--- src/rtl/sfi_pkg.sv ---
`timescale 1ns / 1ps
`default_nettype none

package sfi_pkg;

   // pixel and blend formats
   localparam int PIX_W  = 16;
   localparam int STEP_W = 17;
   localparam int SUM_W  = PIX_W + 2;
   localparam int PROD_W = 2 * STEP_W + 1;
   localparam logic [STEP_W-1:0] ONE_Q16 = STEP_W'(65536);

   // configuration port
   localparam int CSR_ADDR_W = 2;
   localparam int CSR_DATA_W = STEP_W;
   localparam int COUNT_W    = 8;
   localparam int SIZE_W     = 8;

   localparam logic [CSR_ADDR_W-1:0] REG_PASS_COUNT = 2'd0;
   localparam logic [CSR_ADDR_W-1:0] REG_BLEND_STEP = 2'd1;
   localparam logic [CSR_ADDR_W-1:0] REG_WIDTH      = 2'd2;
   localparam logic [CSR_ADDR_W-1:0] REG_HEIGHT     = 2'd3;

   localparam logic [COUNT_W-1:0] RST_PASS_COUNT = 8'd10;
   localparam logic [STEP_W-1:0]  RST_BLEND_STEP = 17'd6554;
   localparam logic [SIZE_W-1:0]  RST_WIDTH      = 8'd128;
   localparam logic [SIZE_W-1:0]  RST_HEIGHT     = 8'd128;

   // default frame bounds
   localparam int DEF_MAX_WIDTH  = 128;
   localparam int DEF_MAX_HEIGHT = 128;

   // request kinds
   localparam logic OP_LOAD = 1'b0;
   localparam logic OP_READ = 1'b1;

   // filter sequencer states, one memory read per fetch state
   typedef enum logic [3:0] {
      ENG_IDLE,
      ENG_RD_C,
      ENG_RD_R,
      ENG_RD_L,
      ENG_RD_D,
      ENG_RD_U,
      ENG_LAST,
      ENG_SEL,
      ENG_MUL,
      ENG_WR
   } eng_state_type;

   // filter status seen by the top level
   typedef struct packed {
      logic busy;
      logic done;
      logic src_b;
      logic final_b;
   } eng_status_type;

endpackage

`default_nettype wire

--- src/rtl/sfi_engine.sv ---
`timescale 1ns / 1ps
`default_nettype none

module sfi_engine #(
   parameter int MAX_WIDTH  = sfi_pkg::DEF_MAX_WIDTH,
   parameter int MAX_HEIGHT = sfi_pkg::DEF_MAX_HEIGHT,
   parameter int XW         = $clog2(MAX_WIDTH + 1),
   parameter int YW         = $clog2(MAX_HEIGHT + 1),
   parameter int ADDR_W     = $clog2(MAX_WIDTH * MAX_HEIGHT)
) (
   input  wire logic                         clock,
   input  wire logic                         reset,
   input  wire logic                         start,
   input  wire logic [XW-1:0]                eff_w,
   input  wire logic [YW-1:0]                eff_h,
   input  wire logic [sfi_pkg::STEP_W-1:0]   step,
   input  wire logic [sfi_pkg::COUNT_W-1:0]  pass_count,
   output sfi_pkg::eng_status_type           status,
   output logic                              rd_en,
   output logic      [ADDR_W-1:0]            rd_addr,
   input  wire logic [sfi_pkg::PIX_W-1:0]    rd_data,
   output logic                              wr_en,
   output logic      [ADDR_W-1:0]            wr_addr,
   output logic      [sfi_pkg::PIX_W-1:0]    wr_data
);

   import sfi_pkg::*;

   eng_state_type state_ff, state_in;

   logic [XW-1:0]      x_ff, x_in;
   logic [YW-1:0]      y_ff, y_in;
   logic [ADDR_W-1:0]  row_ff, row_in;
   logic [ADDR_W-1:0]  up_ff, up_in;
   logic [ADDR_W-1:0]  dn_ff, dn_in;
   logic               src_b_ff, src_b_in;
   logic [COUNT_W-1:0] passes_done_ff, passes_done_in;

   logic [PIX_W-1:0]        c_ff, c_in;
   logic [PIX_W-1:0]        min_ff, min_in;
   logic [PIX_W-1:0]        max_ff, max_in;
   logic [SUM_W-1:0]        sum_ff, sum_in;
   logic [PIX_W-1:0]        pick_ff, pick_in;
   logic signed [PROD_W-1:0] prod_ff, prod_in;

   logic              last_x, last_y, last_pass;
   logic [XW-1:0]     lf_x, rt_x;
   logic [ADDR_W-1:0] w_ext, c_addr;
   logic [SUM_W-1:0]  four_c;
   logic signed [PIX_W+1:0]  diff;
   logic signed [PROD_W-1:0] blend;

   // pixel position and mirrored neighbours
   assign last_x    = (x_ff == eff_w - XW'(1));
   assign last_y    = (y_ff == eff_h - YW'(1));
   assign last_pass = (passes_done_ff + COUNT_W'(1) == pass_count);
   assign lf_x      = (x_ff == '0) ? XW'(1) : x_ff - XW'(1);
   assign rt_x      = last_x ? eff_w - XW'(2) : x_ff + XW'(1);
   assign w_ext     = ADDR_W'(eff_w);
   assign c_addr    = row_ff + ADDR_W'(x_ff);

   // laplacian sign and blend arithmetic
   assign four_c = {c_ff, 2'b00};
   assign diff   = $signed({2'b00, pick_ff}) - $signed({2'b00, c_ff});
   assign blend  = $signed({{(PROD_W-PIX_W-16){1'b0}}, c_ff, 16'h0000})
                   + prod_ff + PROD_W'(32768);

   // next state
   always_comb begin
      state_in = state_ff;
      case (state_ff)
         ENG_IDLE: if (start) state_in = ENG_RD_C;
         ENG_RD_C: state_in = ENG_RD_R;
         ENG_RD_R: state_in = ENG_RD_L;
         ENG_RD_L: state_in = ENG_RD_D;
         ENG_RD_D: state_in = ENG_RD_U;
         ENG_RD_U: state_in = ENG_LAST;
         ENG_LAST: state_in = ENG_SEL;
         ENG_SEL:  state_in = ENG_MUL;
         ENG_MUL:  state_in = ENG_WR;
         ENG_WR: begin
            if (last_x && last_y && last_pass) state_in = ENG_IDLE;
            else                               state_in = ENG_RD_C;
         end
         default:  state_in = ENG_IDLE;
      endcase
   end

   // memory port and status outputs
   always_comb begin
      rd_en   = 1'b0;
      rd_addr = c_addr;
      wr_en   = 1'b0;
      wr_addr = c_addr;
      wr_data = blend[PIX_W+15:16];
      case (state_ff)
         ENG_RD_C: rd_en = 1'b1;
         ENG_RD_R: begin
            rd_en   = 1'b1;
            rd_addr = row_ff + ADDR_W'(rt_x);
         end
         ENG_RD_L: begin
            rd_en   = 1'b1;
            rd_addr = row_ff + ADDR_W'(lf_x);
         end
         ENG_RD_D: begin
            rd_en   = 1'b1;
            rd_addr = dn_ff + ADDR_W'(x_ff);
         end
         ENG_RD_U: begin
            rd_en   = 1'b1;
            rd_addr = up_ff + ADDR_W'(x_ff);
         end
         ENG_WR:   wr_en = 1'b1;
         default:  rd_en = 1'b0;
      endcase
      status.busy    = (state_ff != ENG_IDLE);
      status.done    = (state_ff == ENG_WR) && last_x && last_y && last_pass;
      status.src_b   = src_b_ff;
      status.final_b = ~src_b_ff;
   end

   // datapath: position counters, running sum and min/max over the fetched neighbours, pick and blend product
   always_comb begin
      x_in           = x_ff;
      y_in           = y_ff;
      row_in         = row_ff;
      up_in          = up_ff;
      dn_in          = dn_ff;
      src_b_in       = src_b_ff;
      passes_done_in = passes_done_ff;
      c_in           = c_ff;
      min_in         = min_ff;
      max_in         = max_ff;
      sum_in         = sum_ff;
      pick_in        = pick_ff;
      prod_in        = prod_ff;
      case (state_ff)
         ENG_IDLE: begin
            if (start) begin
               x_in           = '0;
               y_in           = '0;
               row_in         = '0;
               up_in          = w_ext;
               dn_in          = w_ext;
               src_b_in       = 1'b0;
               passes_done_in = '0;
            end
         end
         ENG_RD_R: begin
            c_in   = rd_data;
            min_in = rd_data;
            max_in = rd_data;
            sum_in = '0;
         end
         ENG_RD_L, ENG_RD_D, ENG_RD_U, ENG_LAST: begin
            sum_in = sum_ff + SUM_W'(rd_data);
            if (rd_data < min_ff) min_in = rd_data;
            if (rd_data > max_ff) max_in = rd_data;
         end
         ENG_SEL: begin
            if (sum_ff > four_c)      pick_in = min_ff;
            else if (sum_ff < four_c) pick_in = max_ff;
            else                      pick_in = c_ff;
         end
         ENG_MUL: begin
            prod_in = PROD_W'($signed({1'b0, step}) * diff);
         end
         ENG_WR: begin
            if (!last_x) begin
               x_in = x_ff + XW'(1);
            end else begin
               x_in = '0;
               if (last_y) begin
                  // end of pass: swap frames
                  y_in           = '0;
                  row_in         = '0;
                  up_in          = w_ext;
                  dn_in          = w_ext;
                  src_b_in       = ~src_b_ff;
                  passes_done_in = passes_done_ff + COUNT_W'(1);
               end else begin
                  y_in   = y_ff + YW'(1);
                  row_in = row_ff + w_ext;
                  up_in  = row_ff;
                  if (y_ff + YW'(2) == eff_h) dn_in = row_ff;
                  else                        dn_in = row_ff + {w_ext[ADDR_W-2:0], 1'b0};
               end
            end
         end
         default: c_in = c_ff;
      endcase
   end

   // registers
   always_ff @(posedge clock) begin
      if (reset) begin
         state_ff       <= ENG_IDLE;
         src_b_ff       <= 1'b0;
         passes_done_ff <= '0;
      end else begin
         state_ff       <= state_in;
         src_b_ff       <= src_b_in;
         passes_done_ff <= passes_done_in;
      end
      x_ff    <= x_in;
      y_ff    <= y_in;
      row_ff  <= row_in;
      up_ff   <= up_in;
      dn_ff   <= dn_in;
      c_ff    <= c_in;
      min_ff  <= min_in;
      max_ff  <= max_in;
      sum_ff  <= sum_in;
      pick_ff <= pick_in;
      prod_ff <= prod_in;
   end

endmodule

`default_nettype wire

--- config.mk ---
export PLATFORM = sky130hd
export DESIGN_NAME = sfi_engine
export DESIGN_NICKNAME = d
export VERILOG_FILES = /design/src/rtl/sfi_pkg.sv /design/src/rtl/sfi_engine.sv
export SDC_FILE = /design/constraint.sdc
export NUM_CORES = 1
export LEC_CHECK = 0
export ABC_CLOCK_PERIOD_IN_PS = 18250
export BUFFER_PORTS_ARGS = -buffer_cell sky130_fd_sc_hd__buf_2
export CAP_MARGIN = 20
export CELL_PAD_IN_SITES_DETAIL_PLACEMENT = 1
export CELL_PAD_IN_SITES_GLOBAL_PLACEMENT = 2
export CORE_MARGIN = 1.5
export CORE_UTILIZATION = 44
export CTS_CLUSTER_SIZE = 30
export DETAILED_ROUTE_END_ITERATION = 16
export GPL_ROUTABILITY_DRIVEN = 0
export GPL_TIMING_DRIVEN = 0
export PLACE_DENSITY = 0.92
export SETUP_SLACK_MARGIN = 0.3
export SLEW_MARGIN = 20
export SYNTH_ARGS = -nofsm -noshare
export SYNTH_HDL_FRONTEND = slang
export SYNTH_SLANG_ARGS = --single-unit
--- constraint.sdc ---
create_clock -name clock -period 18.25 [get_ports clock]
set_input_delay 2.7375 -clock clock [delete_from_list [all_inputs] [get_ports clock]]
set_output_delay 2.7375 -clock clock [all_outputs]
set_load 0.005 [all_outputs]
==> reports/qor.yml, run 1 <==
worst_setup_path:
  cp_max_fo: 8
  critPathKind: "in2out"
  reg2reg_depth: 31
  cp.arrival_ps: 8150
  r2r_slack_ps: 8490
  crit_path_start_kind: "primary input"
  r2r-start: "c_ff[0]"
  cp.required_ps: 15510
  timing.rr.end: "prod_ff[28]"
  crit_path_end_kind: "output port"
route:
  first_pass_iters: 4
  wl_per_cell_um: 20.0
  antenna_left: 0
  drcViolationCount: 0
  wl_um: 65400
  via_count: 17900
  via_per_inst: 5.47
  first_iter_violations: 925
floorplanning:
  initial_core_util_pct: 44.4
  chipHeight_um: 228
  core_mm2: 0.0501
  rows: 82
  ios: 110
  die_w_um: 228
  dieArea_mm2: 0.0519
cts:
  cts_root_buf: "clkbuf_16"
  holdBufCountCts: 0
  cts_repair_resize_count: 0
  clkTransAtPathRegs_ps: 60
  tritoncts: "built"
  cts_buffers: 17
  insertion_delay_ps: 460
  postCtsSetupRepairBufs: 0
  cts.htree.levels: 4
  clock_sinks: 169
  clock_path_buffers: 2
yosys:
  synth.distinct_cells: 77
  yosys.area_share.adder_pct: 34.9
  synth_area_leaders: "edfxtp_1, fa_1, ha_1"
  synth_top_family_by_area: "adder cells"
  synth_most_common_cell: "inv_1"
  syn_area_per_cell_um2: 9.05
  syn_inst: 2459
  syn_nets: 3001
  synth-seq-cells: 169
  synth_edf_count: 156
  synth_xor_area_share_pct: 5.86
  synth_ff_type: "edfxtp_1"
  syn-cell-area_mm2: 0.0223
  yosys.area_share.simple_pct: 16.8
  yosys.area.top_type_share_pct: 21.0
  synthMuxAreaShare_pct: 1.23
  async_flop_share_pct: 0
  yosysWarnings: 0
  synth_seq_area_share_pct: 22.2
  synth-compound-area-share_pct: 10.7
  yosysTopAreaCell: "edfxtp_1"
  ys_top_cells_by_count: "inv_1, nand2_1, ha_1"
global_routing:
  grt_max_degree: 51
  grtUsageMet2_pct: 46.3
  busiest_layer: "met2"
  grt_util_met1_pct: 31.5
  grt_use_total_pct: 25.9
  grt_util_met3_pct: 3.54
  grt_pass1_wl_um: 106000
  grt-ovfl-total: 0
  antenna_found_initial: 0
  grt_pass1_vias: 19800
sta:
  slew_viol_final: 0
  whs_ps: 489
  setup_viol_count_final: 0
  fin_crit_ps: 10890
  skew_ps: 14.8
  hold_violations: 0
  tns_ps: 0
  rsz0062_at_grt: "no"
  period_share_pct: 59.7
  fmax_mhz: 91.8
  slew_headroom_pct: 28.7
  worstMarginPinSlew_ps: 1060
placed_design:
  place_hpwl_um: 54200
  placedCellCount: 3244
  port_buffers: 107
hold_path:
  holdPathStages: 2
  worstHoldStart: "passes_done_ff[7]"
  hold_path_class: "reg2reg"
  hold_end: "passes_done_ff[7]"
finish:
  drive_above_1_share_pct: 6.79
  instances_no_fill: 3278
  final_nets: 3134
  fill_cells: 5948
  syn_to_final_growth_pct: 9.24
run:
  maxCapViolCount: 0
run_status:
  outcome: "completed"
pwr:
  cellLeakagePower_nw: 11.5
  ir_drop_mv: 0.349
  power_density_mw_per_mm2: 206
## worst max-delay path by stage
stage	cells past startpoint	endpoint	from
3_3_place_gp	20	rd_addr[10]	eff_w[1]
5_1_grt	21	rd_addr[11]	eff_w[1]
6_report	20	rd_addr[10]	eff_w[1]
4_1_cts	20	rd_addr[10]	eff_w[1]
3_5_place_dp	20	rd_addr[10]	eff_w[1]
2_1_floorplan	20	rd_addr[12]	eff_w[1]
## logic make-up after synthesis
family,Yosys count
simple gates,779
buf+inv,484
fa+ha+maj,482
compound gates,369
flops,169
xor+xnor,149
mux,27
## metrics by stage
stage / utilization, % / setup slack [ps] / power [mW] / area, µm²
6_report: 48.6 / 7360 / 5.00 / 24300
5_1_grt: 48.6 / 6920 / 5.54 / 24300
3_3_place_gp: 47.2 / 7540 / 4.43 / 23600
4_1_cts: 48.5 / 7430 / 5.05 / 24300
2_1_floorplan: - / 8670 / 3.54 / 22300
3_5_place_dp: 47.4 / 7460 / 4.65 / 23700
## power breakdown
group	leakage (nW)	switching [mW]	internal, mW
logic	9.66	2.31	1.66
registers	1.57	0.0223	0.645
clock network	0.272	0.173	0.191
total	11.5	2.51	2.49
## per-layer routing
| layer | vias to the layer above | wire [µm] |
|---|---|---|
| met1 | 9015 | 27100 |
| met2 | 418 | 33200 |
| li1 | 8380 | - |
| met5 | - | 0 |
| met3 | 118 | 2830 |
| met4 | 0 | 2320 |
## worst max-delay path, stage by stage
cell and delay, ps:
buf_2 150, inv_1 300, ha_1 310, or3b_4 420
or3_1 340, a2111oi_2 410, nand4_1 430, mux2_2 410
o22ai_1 200, ha_1 300, nor2b_1 140, o21ai_0 240
a21boi_0 160, o21ai_0 220, a21boi_0 150, o21ai_0 440
a31oi_1 190, o22a_1 220, a32o_1 250, buf_2 140
## area by class of cell
class | count | area, µm² | share of cell area, %
Sequential cell | 169 | 4940 | 20.3
Clock buffer | 18 | 429 | 1.77
Inverter | 403 | 1510 | 6.22
Clock inverter | 14 | 135 | 0.556
Timing Repair Buffer | 114 | 589 | 2.42
Buffer | 81 | 324 | 1.33
Antenna cell | 1 | 2.50 | 0.0103
Tap cell | 672 | 841 | 3.46
Multi-Input combinational cell | 1806 | 15500 | 63.9
## flip-flops by register name (all words and copies together), names as in the netlist, 13 cells and up
name,count
sum_ff,18
prod_ff,17
c_ff,16
max_ff,16
min_ff,16
pick_ff,16
dn_ff,14
row_ff,14
up_ff,13
## layout by cell type (no fill, tap or decap), types with 6 or more instances in the layout
cell       synthesis  routed
mux2i_1           25      25
a21o_1            39      39
xnor2_1          107     106
o21bai_1           6       6
nor4_1             6       6
nor2_1           165     164
and2_1            93      93
nor2b_1           53      53
o22ai_1           10       9
inv_1            403     403
or2_2              9       9
nor3_1            43      42
o31ai_1            7       7
clkbuf_1          75      76
nand2b_1          18      18
edfxtp_1         156     156
nand2_1          273     272
a21oi_1           89      89
fa_1             231     231
nor3b_1            8       6
a211oi_1          14      14
nand3b_1           7       7
ha_1             251     251
o21a_1            25      25
a21boi_0          14      14
nand4_1           14      14
clkbuf_16          0      17
or4_1              6       6
a31oi_1           12      11
o211ai_1           7       7
nand3_1           36      36
and3_1            21      21
dfxtp_1           13      13
o21ai_0           89      89
xor2_1            42      42
buf_4              1       6
buf_2              1     108
or3_1             11      11
(Power assumes the default switching activity.)
==> inputs of run 2 (changes only) <==
--- a/config.mk
+++ b/config.mk
@@ -5,18 +5,18 @@
 export SDC_FILE = /design/constraint.sdc
 export NUM_CORES = 1
 export LEC_CHECK = 0
-export ABC_CLOCK_PERIOD_IN_PS = 18250
+export ABC_CLOCK_PERIOD_IN_PS = 10110
 export BUFFER_PORTS_ARGS = -buffer_cell sky130_fd_sc_hd__buf_2
 export CAP_MARGIN = 20
 export CELL_PAD_IN_SITES_DETAIL_PLACEMENT = 1
 export CELL_PAD_IN_SITES_GLOBAL_PLACEMENT = 2
 export CORE_MARGIN = 1.5
-export CORE_UTILIZATION = 44
+export CORE_UTILIZATION = 41
 export CTS_CLUSTER_SIZE = 30
 export DETAILED_ROUTE_END_ITERATION = 16
 export GPL_ROUTABILITY_DRIVEN = 0
 export GPL_TIMING_DRIVEN = 0
-export PLACE_DENSITY = 0.92
+export PLACE_DENSITY = 0.86
 export SETUP_SLACK_MARGIN = 0.3
 export SLEW_MARGIN = 20
 export SYNTH_ARGS = -nofsm -noshare
==> constraint.sdc (replaced) <==
create_clock -name clock -period 10.11 [get_ports clock]
set_input_delay 1.5165 -clock clock [delete_from_list [all_inputs] [get_ports clock]]
set_output_delay 1.5165 -clock clock [all_outputs]
set_load 0.005 [all_outputs]
==> reports/qor.yml, run 2 (synthesized netlist as in run 1, its figures left out) <==
cts:
  clock_path_buffers: 2  # unchanged
  tritoncts: "built"  # unchanged
  cts.htree.levels: 4  # unchanged
  clkTransAtPathRegs_ps: 70  # was 60 ps
  clock_sinks: 169  # unchanged
  holdBufCountCts: 0  # unchanged
  insertion_delay_ps: 490  # was 460 ps
  cts_root_buf: "clkbuf_16"  # unchanged
  cts_buffers: 17  # unchanged
placed_design:
  place_hpwl_um: 54500  # was 54200 µm
  placedCellCount: 3268  # was 3244
  port_buffers: 107  # unchanged
  preCtsSetupSlack_ps: 339  # was 7460 ps
hold_path:
  worstHoldStart: "passes_done_ff[7]"  # unchanged
  hold_end: "passes_done_ff[7]"  # unchanged
  holdPathStages: 2  # unchanged
  hold_path_class: "reg2reg"  # unchanged
route:
  wl_um: 66100  # was 65400 µm
  antenna_left: 0  # unchanged
  via_count: 17900  # about the same
  drcViolationCount: 0  # unchanged
  first_iter_violations: 846  # was 925
  wl_per_cell_um: 20.0  # about the same
  first_pass_iters: 7  # was 4
  via_per_inst: 5.44  # was 5.47
global_routing:
  grt-ovfl-total: 0  # unchanged
  grt_max_degree: 51  # unchanged
  grt_pass1_vias: 19600  # was 19800
  antenna_found_initial: 1  # was 0
  grt_use_total_pct: 24.5  # was 25.9%
  grt_pass1_wl_um: 106000  # about the same
worst_setup_path:
  critPathSlowestCell: "fa_1"  # was o21ai_0
  reg2reg_depth: 30  # was 31
  crit_top_cell: "fa_1"  # was o21ai_0
  crit_path_end_kind: "flip-flop"  # was output port
  r2r_slack_ps: 880  # was 8490 ps
  cpPeakStageDelay_ps: 550  # was 440 ps
  critPathTopFamily: "adder cells"  # was compound AO/OA/AOI/OAI gates
  cp_max_fo: 10  # was 8
  crit_path_start_kind: "flip-flop"  # was primary input
  timing.rr.end: "prod_ff[28]"  # unchanged
  cp.required_ps: 10340  # was 15510 ps
  cp.arrival_ps: 9460  # was 8150 ps
  critPathKind: "reg2reg"  # was in2out
  r2r-start: "c_ff[0]"  # unchanged
  path_buf_inv: 5  # was 3
run_status:
  outcome: "completed"  # unchanged
finish:
  diodes: 0  # was 1
  final_nets: 3133  # was 3134
  largest_reg_flops: 18  # unchanged
  reg_top3: "sum_ff x18, prod_ff x17"  # unchanged
  top_register: "sum_ff"  # unchanged
  instances_no_fill: 3300  # was 3278
  layout_commonest_cell: "inv_1"  # unchanged
  layout_common_cells: "inv_1, nand2_1, ha_1, fa_1, nor2_1"  # unchanged
  drive_above_1_share_pct: 7.22  # was 6.79%
  syn_to_final_growth_pct: 9.66  # was 9.24%
floorplanning:
  rows: 85  # was 82
  core_mm2: 0.0537  # was 0.0501 mm²
  chipHeight_um: 236  # was 228 µm
  die_w_um: 236  # was 228 µm
  ios: 110  # unchanged
  initial_core_util_pct: 41.4  # was 44.4%
  dieArea_mm2: 0.0557  # was 0.0519 mm²
sta:
  whs_ps: 479  # was 489 ps
  setup_slack_ps: 879  # was 7360 ps
  fin_crit_ps: 9230
  worstMarginPinSlew_ps: 1090  # was 1060 ps
  fmax_mhz: 108
  tns_ps: 0  # unchanged
  slew_headroom_pct: 26.7  # was 28.7%
  setup_viol_count_final: 0  # unchanged
  period_share_pct: 91.3
  hold_violations: 0  # unchanged
  skew_ps: 19.7  # was 14.8 ps
  rsz0062_at_grt: "no"  # unchanged
  slew_viol_final: 0  # unchanged
pwr:
  cellLeakagePower_nw: 11.5  # about the same
  power_density_mw_per_mm2: 368  # was 206 mW/mm²
  ir_drop_mv: 0.689  # was 0.349 mV
  report.power.total_mw: 8.98  # was 5.00 mW
run:
  maxCapViolCount: 0  # unchanged
run 2: final cells by class:
| type | count | area, µm² |
|---|---|---|
| fillers | 6295 | 29300 |
| multi-input cells | 1806 | 15600 |
| flip-flops and latches | 169 | 4940 |
| inverters | 403 | 1510 |
| well taps | 696 | 871 |
| repair buffers | 113 | 588 |
| clock buffers | 19 | 433 |
| plain buffers | 81 | 329 |
| clock inverters | 13 | 130 |
run 2: power breakdown:
group	switching [mW]	internal, mW
Clock	0.320	0.344
Combinational	4.13	2.98
Sequential	0.0408	1.16
Total	4.49	4.49
run 2: how the worst max path moves through the flow:
stage / depth (start not counted) / slack [ps] / endpoint / startpoint
after global placement: 30 / 250 / prod_ff[28] / c_ff[1]
final: 30 / 880 / prod_ff[28] / c_ff[0]
after global routing: 31 / 330 / prod_ff[28] / c_ff[1]
after detailed placement: 31 / 340 / prod_ff[28] / c_ff[0]
after CTS: 30 / 470 / prod_ff[28] / c_ff[0]
after floorplan: 31 / 1950 / prod_ff[28] / c_ff[0]
run 2: stage by stage:
stage / utilization, % / area (µm²)
3_5_place_dp: 44.3 / 23800
4_1_cts: 45.3 / 24300
3_3_place_gp: 44.1 / 23700
2_1_floorplan: - / 22300
5_1_grt: 45.4 / 24400
6_report: 45.4 / 24400
run 2: routing by layer:
metal	track usage [%]	share of wire (%)	up-vias
li1	-	-	8365
met1	30.4	43	9130
met2	43.1	50	328
met3	3.01	3.1	117
met4	10.0	3.7	0
met5	0	0	-
run 2: tightest hold or removal path: cells and delay by family (launching register included):
kind | cells | cell delay, ps
flops | 1 | 320
simple gates | 1 | 60
compound gates | 1 | 50
run 2: what timing repair did:
item | in CTS | in global routing
hold endpoints to repair | 0 | 0
buffers inserted | 0 | 0
gates resized for setup | 1 | 15
setup endpoints to repair | 2 | 5
